==> config.mk <==
export PLATFORM = sky130hd
export DESIGN_NAME = lru_key_value_cache
export DESIGN_NICKNAME = d
export VERILOG_FILES = /design/src/rtl/core/lkvc_pkg.sv /design/src/rtl/core/lkvc_ram.sv /design/src/rtl/core/lru_key_value_cache.sv
export SDC_FILE = /design/constraint.sdc
export NUM_CORES = 1
export LEC_CHECK = 0
export ABC_AREA = 1
export BUFFER_PORTS_ARGS = -buffer_cell sky130_fd_sc_hd__buf_2
export CAP_MARGIN = 20
export CORE_MARGIN = 1.5
export CORE_UTILIZATION = 45
export CTS_BUF_LIST = sky130_fd_sc_hd__clkbuf_4
export DETAILED_ROUTE_END_ITERATION = 8
export SYNTH_ARGS = -nofsm -noshare
export SYNTH_HDL_FRONTEND = slang
export SYNTH_SLANG_ARGS = --single-unit
export TNS_END_PERCENT = 100
==> constraint.sdc <==
create_clock -name clk_i -period 6 [get_ports clk_i]
set_input_delay 0.3 -clock clk_i [delete_from_list [all_inputs] [get_ports clk_i]]
set_output_delay 0.3 -clock clk_i [all_outputs]
set_load 0.1 [all_outputs]
==> src/rtl/core/lkvc_pkg.sv <==
// Shared types and constants for the LRU key/value cache.
package lkvc_pkg;

  localparam int unsigned ENTRIES_DEFAULT = 16;
  localparam int unsigned KEY_BITS        = 32;
  localparam int unsigned VALUE_BITS      = 32;

  localparam int unsigned CAP_W = 5;
  localparam logic [CAP_W-1:0] CAP_RESET = 5'd16;

  localparam int unsigned APB_ADDR_W = 3;
  localparam int unsigned APB_DATA_W = 32;

  // Word index of each configuration register (byte address bit 2).
  localparam logic REG_CAPACITY = 1'b0;

  localparam logic REQ_GET = 1'b0;
  localparam logic REQ_PUT = 1'b1;

  typedef struct packed {
    logic                  req_type;
    logic [KEY_BITS-1:0]   lookup_key;
    logic [VALUE_BITS-1:0] write_value;
  } lkvc_req_t;

  typedef struct packed {
    logic                  hit;
    logic [VALUE_BITS-1:0] read_value;
    logic                  evicted;
    logic [KEY_BITS-1:0]   evicted_key;
  } lkvc_rsp_t;

endpackage

==> src/rtl/core/lkvc_ram.sv <==
// Generic single-write, single-read RAM with a registered read port.
module lkvc_ram #(
  parameter int unsigned WIDTH = 32,
  parameter int unsigned DEPTH = 16,
  localparam int unsigned AW = (DEPTH > 1) ? $clog2(DEPTH) : 1
) (
  input  logic             clk_i,
  input  logic             we_i,
  input  logic [AW-1:0]    waddr_i,
  input  logic [WIDTH-1:0] wdata_i,
  input  logic             re_i,
  input  logic [AW-1:0]    raddr_i,
  output logic [WIDTH-1:0] rdata_o
);

  logic [WIDTH-1:0] mem_q [DEPTH];
  logic [WIDTH-1:0] rdata_q;

  always_ff @(posedge clk_i) begin
    if (we_i) begin
      mem_q[waddr_i] <= wdata_i;
    end
  end

  always_ff @(posedge clk_i) begin
    if (re_i) begin
      rdata_q <= mem_q[raddr_i];
    end
  end

  assign rdata_o = rdata_q;

endmodule

==> src/rtl/core/lru_key_value_cache.sv <==
// Fully associative key/value cache with least-recently-used replacement.
//
// Requests enter on in_valid_i/in_stall_o with in_data_i; every request gives
// exactly one response on out_valid_o/out_stall_i with out_data_o. A transfer
// happens at a clock edge where valid is high and stall is low.
// Keys, values and recency ranks live in one RAM with a registered read. Each
// request first sweeps all ENTRIES words to find the key, the least recent
// entry and the first free entry, then decides, then sweeps again to age the
// other entries and write the chosen one. A put or a get hit uses both sweeps;
// a get miss skips the second sweep.
// The response sits in an output register; a stalled receiver holds only the
// final step, and a new request is taken meanwhile. One request is in work at
// a time.
// Capacity is written over the APB port (register 0, byte address 0); the user
// must write it only while the cache is idle; the block does not enforce it.
// Reset empties the cache and sets capacity to 16; valid flip-flops spare the RAM a clear.
module lru_key_value_cache #(
  parameter int unsigned ENTRIES = lkvc_pkg::ENTRIES_DEFAULT
) (
  input  logic                            clk_i,
  input  logic                            rst_ni,
  input  logic                            in_valid_i,
  output logic                            in_stall_o,
  input  lkvc_pkg::lkvc_req_t             in_data_i,
  output logic                            out_valid_o,
  input  logic                            out_stall_i,
  output lkvc_pkg::lkvc_rsp_t             out_data_o,
  input  logic                            psel,
  input  logic                            penable,
  input  logic                            pwrite,
  input  logic [lkvc_pkg::APB_ADDR_W-1:0] paddr,
  input  logic [lkvc_pkg::APB_DATA_W-1:0] pwdata,
  output logic [lkvc_pkg::APB_DATA_W-1:0] prdata,
  output logic                            pready
);

  import lkvc_pkg::*;

  localparam int unsigned IDX_W  = $clog2(ENTRIES);
  localparam int unsigned RANK_W = IDX_W;
  localparam int unsigned CNT_W  = $clog2(ENTRIES + 1);
  localparam int unsigned CMP_W  = (CNT_W > CAP_W) ? CNT_W : CAP_W;
  localparam logic [CNT_W-1:0] CNT_LAST = CNT_W'(ENTRIES);

  typedef struct packed {
    logic [KEY_BITS-1:0]   key;
    logic [VALUE_BITS-1:0] value;
    logic [RANK_W-1:0]     rank;
  } entry_t;

  typedef enum logic [2:0] {
    ST_IDLE,
    ST_SCAN,
    ST_DECIDE,
    ST_UPDATE,
    ST_DONE
  } state_e;

  state_e             state_q;
  logic [CNT_W-1:0]   cnt_q;
  logic [IDX_W-1:0]   prv_q;
  lkvc_req_t          req_q;
  logic [ENTRIES-1:0] valid_q;
  logic [CNT_W-1:0]   occ_q;
  logic [CAP_W-1:0]   cap_q;

  logic                  found_q, any_q, free_q;
  logic [IDX_W-1:0]      fidx_q, bidx_q, free_idx_q;
  logic [RANK_W-1:0]     frank_q, brank_q;
  logic [VALUE_BITS-1:0] fvalue_q;
  logic [KEY_BITS-1:0]   bkey_q;

  logic [IDX_W-1:0]  tgt_q;
  logic [RANK_W-1:0] old_q;
  logic              was_valid_q;
  lkvc_rsp_t         res_q;
  lkvc_rsp_t         res_d;
  logic              out_valid_q;
  lkvc_rsp_t         out_q;

  logic             in_fire;
  logic             cap_wr;
  logic             sweeping;
  logic             proc;
  logic             rd_valid;
  logic             is_put;
  logic             room;
  logic [CMP_W-1:0] cap_ext, eff_cap;

  logic             ram_we, ram_re;
  logic [IDX_W-1:0] ram_waddr, ram_raddr;
  entry_t           ram_wdata, ram_rdata;

  assign in_stall_o  = (state_q != ST_IDLE);
  assign in_fire     = in_valid_i && !in_stall_o;
  assign out_valid_o = out_valid_q;
  assign out_data_o  = out_q;

  assign pready = 1'b1;
  assign cap_wr = psel && penable && pwrite && pready && (paddr[2] == REG_CAPACITY);
  assign prdata = (paddr[2] == REG_CAPACITY) ? APB_DATA_W'(cap_q) : '0;

  // Capacity zero acts as one; anything above the array size saturates.
  assign cap_ext = CMP_W'(cap_q);
  always_comb begin
    if (cap_q == '0) begin
      eff_cap = CMP_W'(1);
    end else if (cap_ext > CMP_W'(ENTRIES)) begin
      eff_cap = CMP_W'(ENTRIES);
    end else begin
      eff_cap = cap_ext;
    end
  end
  assign room   = CMP_W'(occ_q) < eff_cap;
  assign is_put = (req_q.req_type == REQ_PUT);

  always_comb begin
    res_d = '0;
    if (found_q) begin
      res_d.hit        = 1'b1;
      res_d.read_value = is_put ? '0 : fvalue_q;
    end else if (is_put && !room) begin
      res_d.evicted     = 1'b1;
      res_d.evicted_key = bkey_q;
    end
  end

  // Both sweeps issue address cnt_q and see the data of address prv_q in the
  // following cycle, so the write-back address always trails the read address.
  assign sweeping  = (state_q == ST_SCAN) || (state_q == ST_UPDATE);
  assign ram_re    = sweeping && (cnt_q != CNT_LAST);
  assign ram_raddr = cnt_q[IDX_W-1:0];
  assign proc      = sweeping && (cnt_q != '0);
  assign rd_valid  = valid_q[prv_q];
  assign ram_waddr = prv_q;

  always_comb begin
    ram_we    = 1'b0;
    ram_wdata = ram_rdata;
    if ((state_q == ST_UPDATE) && proc) begin
      priority if (prv_q == tgt_q) begin
        ram_we          = 1'b1;
        ram_wdata.key   = req_q.lookup_key;
        ram_wdata.value = is_put ? req_q.write_value : ram_rdata.value;
        ram_wdata.rank  = '0;
      end else if (rd_valid && (!was_valid_q || (ram_rdata.rank < old_q))) begin
        ram_we         = 1'b1;
        ram_wdata.rank = ram_rdata.rank + 1'b1;
      end else begin
        ram_we = 1'b0;
      end
    end
  end

  lkvc_ram #(
    .WIDTH($bits(entry_t)),
    .DEPTH(ENTRIES)
  ) u_entry_ram (
    .clk_i  (clk_i),
    .we_i   (ram_we),
    .waddr_i(ram_waddr),
    .wdata_i(ram_wdata),
    .re_i   (ram_re),
    .raddr_i(ram_raddr),
    .rdata_o(ram_rdata)
  );

  always_ff @(posedge clk_i or negedge rst_ni) begin
    if (!rst_ni) begin
      state_q     <= ST_IDLE;
      cnt_q       <= '0;
      prv_q       <= '0;
      req_q       <= '0;
      valid_q     <= '0;
      occ_q       <= '0;
      cap_q       <= CAP_RESET;
      found_q     <= 1'b0;
      any_q       <= 1'b0;
      free_q      <= 1'b0;
      fidx_q      <= '0;
      bidx_q      <= '0;
      free_idx_q  <= '0;
      frank_q     <= '0;
      brank_q     <= '0;
      fvalue_q    <= '0;
      bkey_q      <= '0;
      tgt_q       <= '0;
      old_q       <= '0;
      was_valid_q <= 1'b0;
      res_q       <= '0;
      out_valid_q <= 1'b0;
      out_q       <= '0;
    end else begin
      if (cap_wr) begin
        cap_q <= pwdata[CAP_W-1:0];
      end
      if (out_valid_q && !out_stall_i && (state_q != ST_DONE)) begin
        out_valid_q <= 1'b0;
      end

      if (sweeping) begin
        if (cnt_q != CNT_LAST) begin
          cnt_q <= cnt_q + 1'b1;
        end
        prv_q <= cnt_q[IDX_W-1:0];
      end

      unique case (state_q)
        ST_IDLE: begin
          if (in_fire) begin
            req_q   <= in_data_i;
            cnt_q   <= '0;
            found_q <= 1'b0;
            any_q   <= 1'b0;
            free_q  <= 1'b0;
            state_q <= ST_SCAN;
          end
        end
        ST_SCAN: begin
          if (proc) begin
            if (rd_valid) begin
              if (!found_q && (ram_rdata.key == req_q.lookup_key)) begin
                found_q  <= 1'b1;
                fidx_q   <= prv_q;
                frank_q  <= ram_rdata.rank;
                fvalue_q <= ram_rdata.value;
              end
              if (!any_q || (ram_rdata.rank > brank_q)) begin
                any_q   <= 1'b1;
                bidx_q  <= prv_q;
                brank_q <= ram_rdata.rank;
                bkey_q  <= ram_rdata.key;
              end
            end else if (!free_q) begin
              free_q     <= 1'b1;
              free_idx_q <= prv_q;
            end
          end
          if (cnt_q == CNT_LAST) begin
            state_q <= ST_DECIDE;
          end
        end
        ST_DECIDE: begin
          cnt_q <= '0;
          res_q <= res_d;
          priority if (found_q) begin
            tgt_q       <= fidx_q;
            old_q       <= frank_q;
            was_valid_q <= 1'b1;
            state_q     <= ST_UPDATE;
          end else if (is_put && room) begin
            // Room left: fill the lowest free entry, every valid entry ages.
            tgt_q               <= free_idx_q;
            was_valid_q         <= 1'b0;
            valid_q[free_idx_q] <= 1'b1;
            occ_q               <= occ_q + 1'b1;
            state_q             <= ST_UPDATE;
          end else if (is_put) begin
            tgt_q       <= bidx_q;
            old_q       <= brank_q;
            was_valid_q <= 1'b1;
            state_q     <= ST_UPDATE;
          end else begin
            state_q <= ST_DONE;
          end
        end
        ST_UPDATE: begin
          if (cnt_q == CNT_LAST) begin
            state_q <= ST_DONE;
          end
        end
        ST_DONE: begin
          if (!out_valid_q || !out_stall_i) begin
            out_valid_q <= 1'b1;
            out_q       <= res_q;
            state_q     <= ST_IDLE;
          end
        end
        default: begin
          state_q <= ST_IDLE;
        end
      endcase
    end
  end

  a_occ_matches_valid: assert property (@(posedge clk_i) disable iff (!rst_ni)
    occ_q == CNT_W'($countones(valid_q)))
    else $error("occupancy count disagrees with valid bits");

  a_no_ram_clash: assert property (@(posedge clk_i) disable iff (!rst_ni)
    (ram_we && ram_re) |-> (ram_waddr != ram_raddr))
    else $error("write-back collides with the read of the same entry");

  a_hit_excludes_evict: assert property (@(posedge clk_i) disable iff (!rst_ni)
    out_valid_o |-> !(out_data_o.hit && out_data_o.evicted))
    else $error("response reports both a hit and an eviction");

  a_done_delivers: assert property (@(posedge clk_i) disable iff (!rst_ni)
    ((state_q == ST_DONE) && (!out_valid_q || !out_stall_i))
      |=> (out_valid_q && (state_q == ST_IDLE)))
    else $error("finished request was not loaded into the output register");

endmodule

==> metrics.txt <==
Post-Syn Area ~59000 sq um; H-tree level count 5; number of core rows about 130; Compound-Gate Fraction of Synth Area 10.4%; Post-Synth Simple-Gate Area approximately 11%; Area Overhead vs Synth 16.8%; CP Data Arrival Time between 4000 and 5000 ps; Setup TNS Final 0 ps; post-synthesis xor/xnor area fraction less than 1%; DPL Wire Length 80900 um; clk_skew roughly 77 ps; first-pass GRT wire length between 200000 and 250000 um; Final min period between 3000 and 4000 ps; number of port buffers 150; startpoint types flip-flop; CP required a little under 7000 ps; Final #Nets approximately 5500; Max Cap Violations 0; Reg clk slew, reported paths 70 ps; Routed WL per cell between 20 and 25 um; # hold bufs at CTS 240; All-Layer GR Usage about a quarter; mux share of post-synthesis cell area around 1.9%; CTS tree yes; via/cell ratio approximately 5.5; Clk Tree Root Cell clkbuf_4; Die Span Y 365 um; fmax about 260 MHz; initial cell density of the core approximately 45%; vias in the first global route between 30000 and 40000; setup violators final 0; RSZ-0062 raised after global routing false; grt ovf 0; Hold Path Class in -> async; final worst slack between 2000 and 2500 ps; Worst-Skew Late Latency ~1300 ps; layout cells sized above 1 between 15 and 20%; Starting DRT DRC Count between 4000 and 5000; Post-CTS Setup Bufs 0; Mapped Cells 4785; largest family of logic cells by synthesized area simple AND/OR/NAND/NOR gates; post-route ant nets 0; core area around 130000 sq um; drt first pass iters 5; DRC Markers 0; via count roughly 40000; Final Wtd Congestion around 0.83; Max Slew Vio Count 0; Slew HR between 20% and 30%; sequential share of the synthesized area about three quarters; Distinct cells, synth 37; TritonCTS Buffers about 380; largest net degree at the start of global routing 189; CTS sink cnt 1488; Hold WS ~260 ps; Max IR drop VDD about 360 uV; Slew @ Worst Pin around 1100 ps; post-CTS sizing 0; adder-cell share of the synthesized area 0.319%; final wirelength 158000 um; total of warnings raised by yosys 0; CP Class reg -> reg; CP Capture Type flip-flop; pre-CTS setup slack roughly 2200 ps; commonest non-fill, non-tap cell in the layout edfxtp_1; die area 133000 sq um; Post-Syn Area per Cell around 12 sq um; Yosys reg bits ~1500; CTS Buffer Depth 4; Final period util 65.1%; Leakage 25.9 nW; Final Hold Vio Count 0; initial antenna violation count 6; status finished, final reports clean; IO Pins 208; worst-path maximum fanout 19; commonest cells after routing, fill and taps aside edfxtp_1 (1156), nand2_1 (766), o21ai_0 (714); Die Wd about 360 um; fillers 11166; Core Util, Final roughly 53%; PwrDens between 400 and 500 nW/um^2
## through the flow
stage	instances	total power (W)	cell area (sq um)
floorplan	4811	0.0203	59000
global route	7351	0.0339	68800
finish	7352	0.0321	68800
detailed placement	6478	0.0236	61800
global placement	6478	0.0235	61800
CTS	7345	0.0322	68700
## logic make-up after synthesis
kind of cell             after synthesis
XOR/XNOR                              21
multiplexers                          98
other                                  2
AND/OR/NAND/NOR                     1622
buffers and inverters                467
AO/OA/AOI/OAI                       1072
adder cells (fa/ha/maj)               15
flip-flops                          1488
## state kept, by name (all words and copies together) (netlist names), 3 cells and up
signal               flops
state_q                  3
res_q                   66
cap_ext                  5
bidx_q                   4
brank_q                  4
occ_q                    5
req_q                   64
u_entry_ram.rdata_o     68
tgt_q                    4
prv_q                    4
cnt_q                    5
free_idx_q               4
frank_q                  4
u_entry_ram.mem_q     1088
out_data_o              66
fvalue_q                32
fidx_q                   4
valid_q                 16
old_q                    4
bkey_q                  32
## Yosys cell counts, drive strengths merged
master,instances,area (sq um)
conb,2,7.51
ha,15,188
o21ai,731,3660
xor2,16,140
nand3b,2,15.0
buf,75,444
o21a,1,7.51
nor3,10,50.1
inv,142,533
clkbuf,247,927
o221ai,100,876
nor2,655,2460
edfxtp,1156,34700
o22ai,172,1080
nand3,170,851
nand4,14,87.6
o21bai,15,113
o211ai,35,263
dfstp,1,26.3
or2,1,6.26
clkinv,3,11.3
xnor2,5,43.8
dfrtp,331,8280
a221oi,1,8.76
mux2,98,1100
a21oi,17,96.4
nor3b,2,15.0
nand2,768,2890
## layout make-up
cell class	count	area (sq um)	area share, %
Clock inverter	64	317	0.460
Clock buffer	563	4230	6.14
Inverter	145	562	0.817
Antenna cell	5	12.5	0.0182
Sequential cell	1488	43000	62.5
Multi-Input combinational cell	2856	14200	20.7
Tap cell	1742	2180	3.17
Timing Repair Buffer	489	4250	6.18
## critical path, stage by stage, from the launching register on
cell and delay [ps]:
dfrtp_1 420, nor2_2 490, inv_1 220, nor2_1 300, nand2_1 210, inv_1 130, nand3_1 170, nand2_1 180
nand2_1 250, nor2_4 680, buf_4 480
## routing by layer
metal  part of all wire [%]  wire length (um)  up-vias  GRT usage [%]
met5                      0                 0        -              0
met4                    1.8              2890        0           7.34
met3                    7.9             12500      220           4.57
met2                     47             74200     1697           37.5
met1                     43             68800    19959           33.8
li1                       -                 -    18442              -
## report_power, final
group,total (W),internal (W),switching [W]
Clock,0.00822,0.00433,0.00389
Sequential,0.0147,0.0138,0.000868
Combinational,0.00923,0.00253,0.00670
Total,0.0321,0.0207,0.0115
## final timing paths
kind / startpoint / end / slack (ps) / cells past startpoint
max: state_q[2]$_DFFE_PN0P_ / u_entry_ram.mem_q[4][43]$_DFFE_PP_ / 2090 / 10
min: rst_ni / out_data_o[23]$_DFFE_PN0P_ / 260 / 4
max reg2reg: state_q[2]$_DFFE_PN0P_ / u_entry_ram.mem_q[4][43]$_DFFE_PP_ / 2090 / 10
min reg2reg: res_q[65]$_DFFE_PN0P_ / res_q[65]$_DFFE_PN0P_ / 470 / 2
max in group asynchronous: rst_ni / req_q[32]$_DFFE_PN0P_ / 4930 / 4
min in group clk_i: out_stall_i / out_valid_o$_DFF_PN0_ / 370 / 5
Note: power is estimated with default switching activity, not from simulation.
